### config.mk
export PLATFORM = sky130hd
export DESIGN_NAME = ibh_cmp
export DESIGN_NICKNAME = d
export VERILOG_FILES = /design/src/rtl/indexed_binary_heap_core_defines.svh /design/src/rtl/ibh_cmp.sv
export SDC_FILE = /design/constraint.sdc
export NUM_CORES = 1
export LEC_CHECK = 0
export ABC_AREA = 1
export BUFFER_PORTS_ARGS = -buffer_cell sky130_fd_sc_hd__buf_2
export CAP_MARGIN = 10
export CORE_MARGIN = 5
export CORE_UTILIZATION = 35
export DETAILED_ROUTE_END_ITERATION = 10
export PLACE_DENSITY = 0.7
export SLEW_MARGIN = 10
export SYNTH_ARGS = -nofsm -noshare
export SYNTH_HDL_FRONTEND = slang
export SYNTH_SLANG_ARGS = --single-unit
### constraint.sdc
create_clock -name vclk -period 2.4
set_input_delay 0.24 -clock vclk [all_inputs]
set_output_delay 0.24 -clock vclk [all_outputs]
set_load 0.02 [all_outputs]
### src/rtl/indexed_binary_heap_core_defines.svh
// Assertion macros for the indexed binary heap core.
// Depends on nothing; included by files that carry assertions.
`ifndef INDEXED_BINARY_HEAP_CORE_DEFINES_SVH
`define INDEXED_BINARY_HEAP_CORE_DEFINES_SVH

// The consequent holds in the same cycle as the antecedent.
`define IBH_ASSERT_IMP(lbl, ante, cons, msg) \
  lbl: assert property (@(posedge clk) disable iff (rst) (ante) |-> (cons)) else $error(msg);

// The consequent holds in the cycle after the antecedent.
`define IBH_ASSERT_NXT(lbl, ante, cons, msg) \
  lbl: assert property (@(posedge clk) disable iff (rst) (ante) |=> (cons)) else $error(msg);

`endif

### src/rtl/ibh_cmp.sv
// Shared key comparator: true when key a is ordered before key b.
// Depends on nothing.
module ibh_cmp #(
  parameter int KEY_WIDTH = 32
) (
  input  logic                        order_max,
  input  logic signed [KEY_WIDTH-1:0] a,
  input  logic signed [KEY_WIDTH-1:0] b,
  output logic                        ahead
);

  assign ahead = order_max ? (a > b) : (a < b);

endmodule

==> results of run 1 <==
==> worst max-delay path: cells and delay by family <==
family | cells | cell delay, ns
fa+ha+maj | 1 | 0.34
buf+inv | 4 | 0.29
simple gates | 9 | 0.81
==> routing by layer <==
| metal | track usage | wire, um | vias up |
|---|---|---|---|
| li1 | - | - | 602 |
| met1 | 0.135 | 865 | 412 |
| met2 | 0.174 | 873 | 34 |
| met3 | 0.0126 | 239 | 0 |
| met4 | 0 | 0 | 0 |
| met5 | 0 | 0 | - |
==> through the flow <==
stage                     cells  power (mW)  utilization  instance area, sq um  hold slack (ns)
after floorplan             149       0.123            -                   922            0.675
after global placement      245       0.197        0.516                  1290            0.870
after detailed placement    245       0.199        0.516                  1290            0.875
after CTS                   245       0.200        0.516                  1290            0.878
after global routing        245       0.232        0.516                  1290            0.919
final                       245       0.196        0.516                  1290            0.872
==> cell usage after synthesis, drive strengths merged <==
cell / instances
o21a: 2
nor4: 1
nand3: 5
o21ai: 3
nand4: 2
inv: 41
nand2: 38
a21o: 2
nor2: 9
a21oi: 14
ha: 32
==> cell usage in the layout, fill, tap and decap left out, drive strengths merged <==
cell type	instances
nand3	5
a21oi	14
o21ai	3
inv	41
o21a	2
nand2	38
a21o	2
ha	32
nor2	9
nor4	1
buf	66
nand4	2
==> final cells by class <==
| type | instances | area [sq um] | area share |
|---|---|---|---|
| multi-input combinational | 108 | 768 | 0.596 |
| timing repair buffer | 66 | 330 | 0.256 |
| tap | 30 | 37.5 | 0.0291 |
| inverter | 41 | 154 | 0.119 |
==> how the worst min path moves through the flow <==
stage	start	endpoint	slack, ns	cells after the start
4_1_cts	order_max	ahead	0.88	5
5_1_grt	order_max	ahead	0.92	5
3_3_place_gp	order_max	ahead	0.87	5
6_report	order_max	ahead	0.87	5
2_1_floorplan	order_max	ahead	0.67	3
3_5_place_dp	order_max	ahead	0.88	5
==> logic make-up (layout without fill, tap and decap cells) <==
family	Yosys count	after routing	synth area share
compound gates	21	21	0.130
simple gates	55	55	0.269
fa+ha+maj	32	32	0.434
buf+inv	41	107	0.167
==> where the power goes <==
part	total (mW)	internal, mW	switching, mW	leakage (nW)
logic	0.196	0.0997	0.0961	0.897
registers	0	0	0	0
clock network	0	0	0	0
total	0.196	0.0997	0.0961	0.897
==> flow_summary_export.csv, run 1 <==
group,metric,value,unit
synth,synthTopCellsByArea,"ha_1, inv_1, nand2_1",
routing,dr.pass1.iters,2,
sta,setup_ws,0.468,ns
routing,vias,1048,
synth,netlist_instances,149,
setup_path,arrival,1.69,ns
final_layout,seq_cells,0,
clock_tree,ctsHoldBuffers,0,
global_route,grt_overflow,0,
setup_path,worstSetupStartpoint,"b[31]",
global_route,antenna_found_initial,0,
final_layout,diodes,0,
routing,wl_per_cell,8.07,um
sta,setup_tns,0,ns
final_layout,regArea,0,sq um
setup_path,start_kind,"primary input",
sta,worst_pin_slew,0.238,ns
setup_path,required,2.16,ns
pwr,vdd_drop_max,0.0747,mV
sta,post-route-period-util,0.805,
setup_path,cp_max_fo,5,
synth,synth.distinct_cells,16,
synth,synth_top_area_frac,0.434,
final_layout,area_delta_synth_final,39.9,%
synth,yosysWarnings,0,
floorplan,core,2500,sq um
final_layout,nClkBuffers,0,
final_layout,fin_nets,314,
synth,ys_seq_area_frac,0,
sta,fmax,518,MHz
routing,route.detailed.drc,0,
setup_path,cpMaxStageDelayCell,"ha_1",
global_route,grt_first_pass_wirelength,3060,um
routing,vias_per_cell,4.28,
placement,dp_slack,0.439,ns
synth,synth_top_area_cell,"ha_1",
synth,syn_nets,246,
setup_path,setup.worst_path.end_class,"output port",
min_path,hp-class,"in2out",
floorplan,initial_core_util,0.369,
sta,finalCriticalPeriod,1.93,ns
final_layout,nFillCells,292,
sta,rsz0062_at_grt,"no",
clock_tree,post_cts_resized,0,
floorplan,rows,18,
global_route,grt_pass1_vias,850,
synth,syn_area,922,sq um
job,maxCapViolCount,0,
status,outcome,"completed",
sta,final_max_slew_viol_count,0,
final_layout,drive_above_1_share,0.344,
floorplan,die_area,3760,sq um
sta,hold_viol,0,
floorplan,fp.dieH,61.3,um
floorplan,die_w,61.3,um
setup_path,crit_type,"in2out",
setup_path,crit_chain,"buf_2 -> inv_1 -> ha_1 -> nand2_1 -> nor2_2 -> nand2_2 -> nor4_4 -> nand2_2 -> nand2_2 -> nand2_1 -> nand3_1 -> nand2_1 -> inv_1 -> buf_2",
placement,io_buffer_count,66,
pwr,p_leak,0.897,nW
routing,drtIter0Drc,9,
setup_path,critical-path-max-stage-delay,0.34,ns
placement,gp_congestion,0.665,
pwr,powerDensity,152,nW/um^2
routing,totalWireLength,1980,um
sta,relSlewSlack,0.840,
sta,setup_viol,0,
synth,syn_avg_cell_area,6.19,sq um
placement,hpwlAfterDp,1930,um
routing,postRouteAntennaNets,0,
global_route,grt_use_total,0.0981,
setup_path,endpoint,"ahead",
floorplan,boundaryPins,66,
global_route,grt_max_degree,6,
clock_tree,post_cts_buffers,0,
No activity file was read; power rests on OpenSTA's default activity.
==> run 2: changes to the inputs <==
ABC_AREA = 0   (was 1)
PLACE_DENSITY = 0.73   (was 0.7)
clock period = 1.85 ns   (was 2.4 ns; I/O delays follow)
==> flow_summary_export.csv, run 2 <==
group,metric,value,unit
global_route,grt_use_total,0.143,
clock_tree,post_cts_buffers,0,
routing,route.detailed.drc,0,
global_route,antenna_found_initial,0,
global_route,grt_overflow,0,
setup_path,critPathMostFrequentCell,"a21oi_2",
sta,finalCriticalPeriod,2.04,ns
pwr,p_leak,0.861,nW
sta,worst_pin_slew,0.244,ns
floorplan,initial_core_util,0.370,
setup_path,setup.worst_path.end_class,"output port",
global_route,grt_max_degree,4,
final_layout,regArea,0,sq um
global_route,grt_pass1_vias,1126,
global_route,grt_first_pass_wirelength,4170,um
setup_path,cpMaxStageDelayCell,"a221o_1",
floorplan,rows,17,
routing,drtIter0Drc,10,
final_layout,final_common_cell,"buf_2",
routing,dr.pass1.iters,4,
synth,syn_avg_cell_area,7.07,sq um
synth,synth_top_area_cell,"ha_1",
setup_path,cp_max_fo,2,
setup_path,crit_chain,"buf_8 -> inv_4 -> ha_4 -> a21oi_2 -> o21ai_1 -> a221o_1 -> a211o_1 -> a21oi_2 -> mux2_4 -> buf_6",
synth,syn_area,835,sq um
setup_path,required,1.66,ns
setup_path,arrival,1.86,ns
placement,place_area,1430,sq um
synth,synth.distinct_cells,20,
sta,rsz0062_at_grt,"yes",
min_path,hp-class,"in2out",
synth,synth_commonest_cells,"inv_1, ha_1, a21oi_1",
placement,gp_congestion,0.683,
sta,setup_ws,-0.190,ns
routing,vias_per_cell,4.75,
placement,dp_slack,-0.304,ns
final_layout,instances_no_fill,222,
synth,syn_nets,215,
routing,postRouteAntennaNets,0,
placement,dpl.cell_count,222,
floorplan,die_area,3460,sq um
synth,yosysMostFrequentCell,"inv_1",
status,outcome,"complete, but fails checks",
final_layout,diodes,0,
sta,hold_viol,0,
final_layout,nFillCells,213,
pwr,vdd_drop_max,0.131,mV
min_path,hold_path.startpoint,"order_max",
placement,hpwlAfterDp,2340,um
final_layout,drive_above_1_share,0.541,
synth,netlist_instances,118,
final_layout,fin_nets,293,
synth,yosysWarnings,0,
floorplan,boundaryPins,66,
floorplan,die_w,58.8,um
job,maxCapViolCount,0,
pwr,powerDensity,223,nW/um^2
sta,final_max_slew_viol_count,0,
setup_path,crit_type,"in2out",
setup_path,start_kind,"primary input",
sta,post-route-period-util,1.10,
floorplan,core,2250,sq um
floorplan,fp.dieH,58.8,um
synth,ys_seq_area_frac,0,
synth,synth_top_area_frac,0.480,
routing,vias,1054,
final_layout,area_delta_synth_final,78.4,%
sta,relSlewSlack,0.836,
min_path,hold_end,"ahead",
final_layout,final_cell_area,1490,sq um
final_layout,final_cell_mix,"buf_2, inv_1, ha_1",
sta,setup_viol,1,
min_path,hold_depth,4,
routing,totalWireLength,2450,um
status,violations,"setup timing",
final_layout,nClkBuffers,0,
sta,fmax,490,MHz
routing,wl_per_cell,11.0,um
pwr,p_total,0.332,mW
placement,io_buffer_count,66,
final_layout,seq_cells,0,
setup_path,critical-path-max-stage-delay,0.32,ns
synth,synthTopCellsByArea,"ha_1, inv_1, a21oi_1",
==> run 2: changes by cell type after synthesis, sizes merged, moves of 2 or more <==
cell / before / now
o21a: 2 / 0
inv: 41 / 34
o21ai: 3 / 5
nor2: 9 / 2
nand3: 5 / 2
nand4: 2 / 6
a21oi: 14 / 16
nand2: 38 / 9
==> run 2: what timing repair did <==
item,4_1_cts,5_1_grt
pin swaps,12,0
resized for setup,11,1
hold endpoints to repair,0,0
endpoints found under the setup margin,1,1
hold buffers,0,0
==> run 2: cells by family after synthesis <==
kind of cell,after synthesis,share of synthesized area
muxes,1,0.0135
AOI/OAI and AO/OA,28,0.208
adders and majority gates,32,0.480
and+or+nand+nor,22,0.135
buffers and inverters,34,0.153
xor gates and xnor gates,1,0.0105
==> run 2: metal layers <==
layer / up-vias / GRT usage / part of all wire
li1: 560 / - / -
met1: 455 / 0.158 / 0.36
met2: 39 / 0.303 / 0.56
met3: 0 / 0.0110 / 0.082
met4: 0 / 0 / 0
met5: - / 0 / 0
==> run 2: per-stage QoR <==
step | TNS, ns | hold slack, ns | util
floorplan | 0 | 0.711 | -
global placement | -0.283 | 0.945 | 0.636
detailed placement | -0.304 | 0.953 | 0.636
CTS | -0.197 | 0.933 | 0.659
global route | -0.268 | 0.954 | 0.660
finish | -0.190 | 0.929 | 0.660
==> run 2: power breakdown <==
part           internal, mW  total [mW]  switching [mW]
Sequential                0           0               0
Clock                     0           0               0
Combinational         0.186       0.332           0.147
Total                 0.186       0.332           0.147
==> run 2: cell type report <==
class / count / area [sq um] / area share
Timing Repair Buffer: 76 / 447 / 0.300
Tap cell: 28 / 35.0 / 0.0235
Multi-Input combinational cell: 84 / 865 / 0.581
Inverter: 34 / 143 / 0.0958
==> run 2: worst max-delay path by stage <==
stage               cells past startpoint  startpoint  slack (ns)  endpoint
floorplan                               8       b[14]       0.005     ahead
global placement                       10        b[5]       -0.28     ahead
detailed placement                     10        b[5]       -0.30     ahead
CTS                                    10        b[5]       -0.20     ahead
global route                           10        b[7]       -0.27     ahead
finish                                 10        b[7]       -0.19     ahead
==> run 2: critical path: cells and delay by family <==
family,cells,cell delay (ns)
compound gates,5,0.89
fa+ha+maj,1,0.19
buf+inv,3,0.27
mux,1,0.32
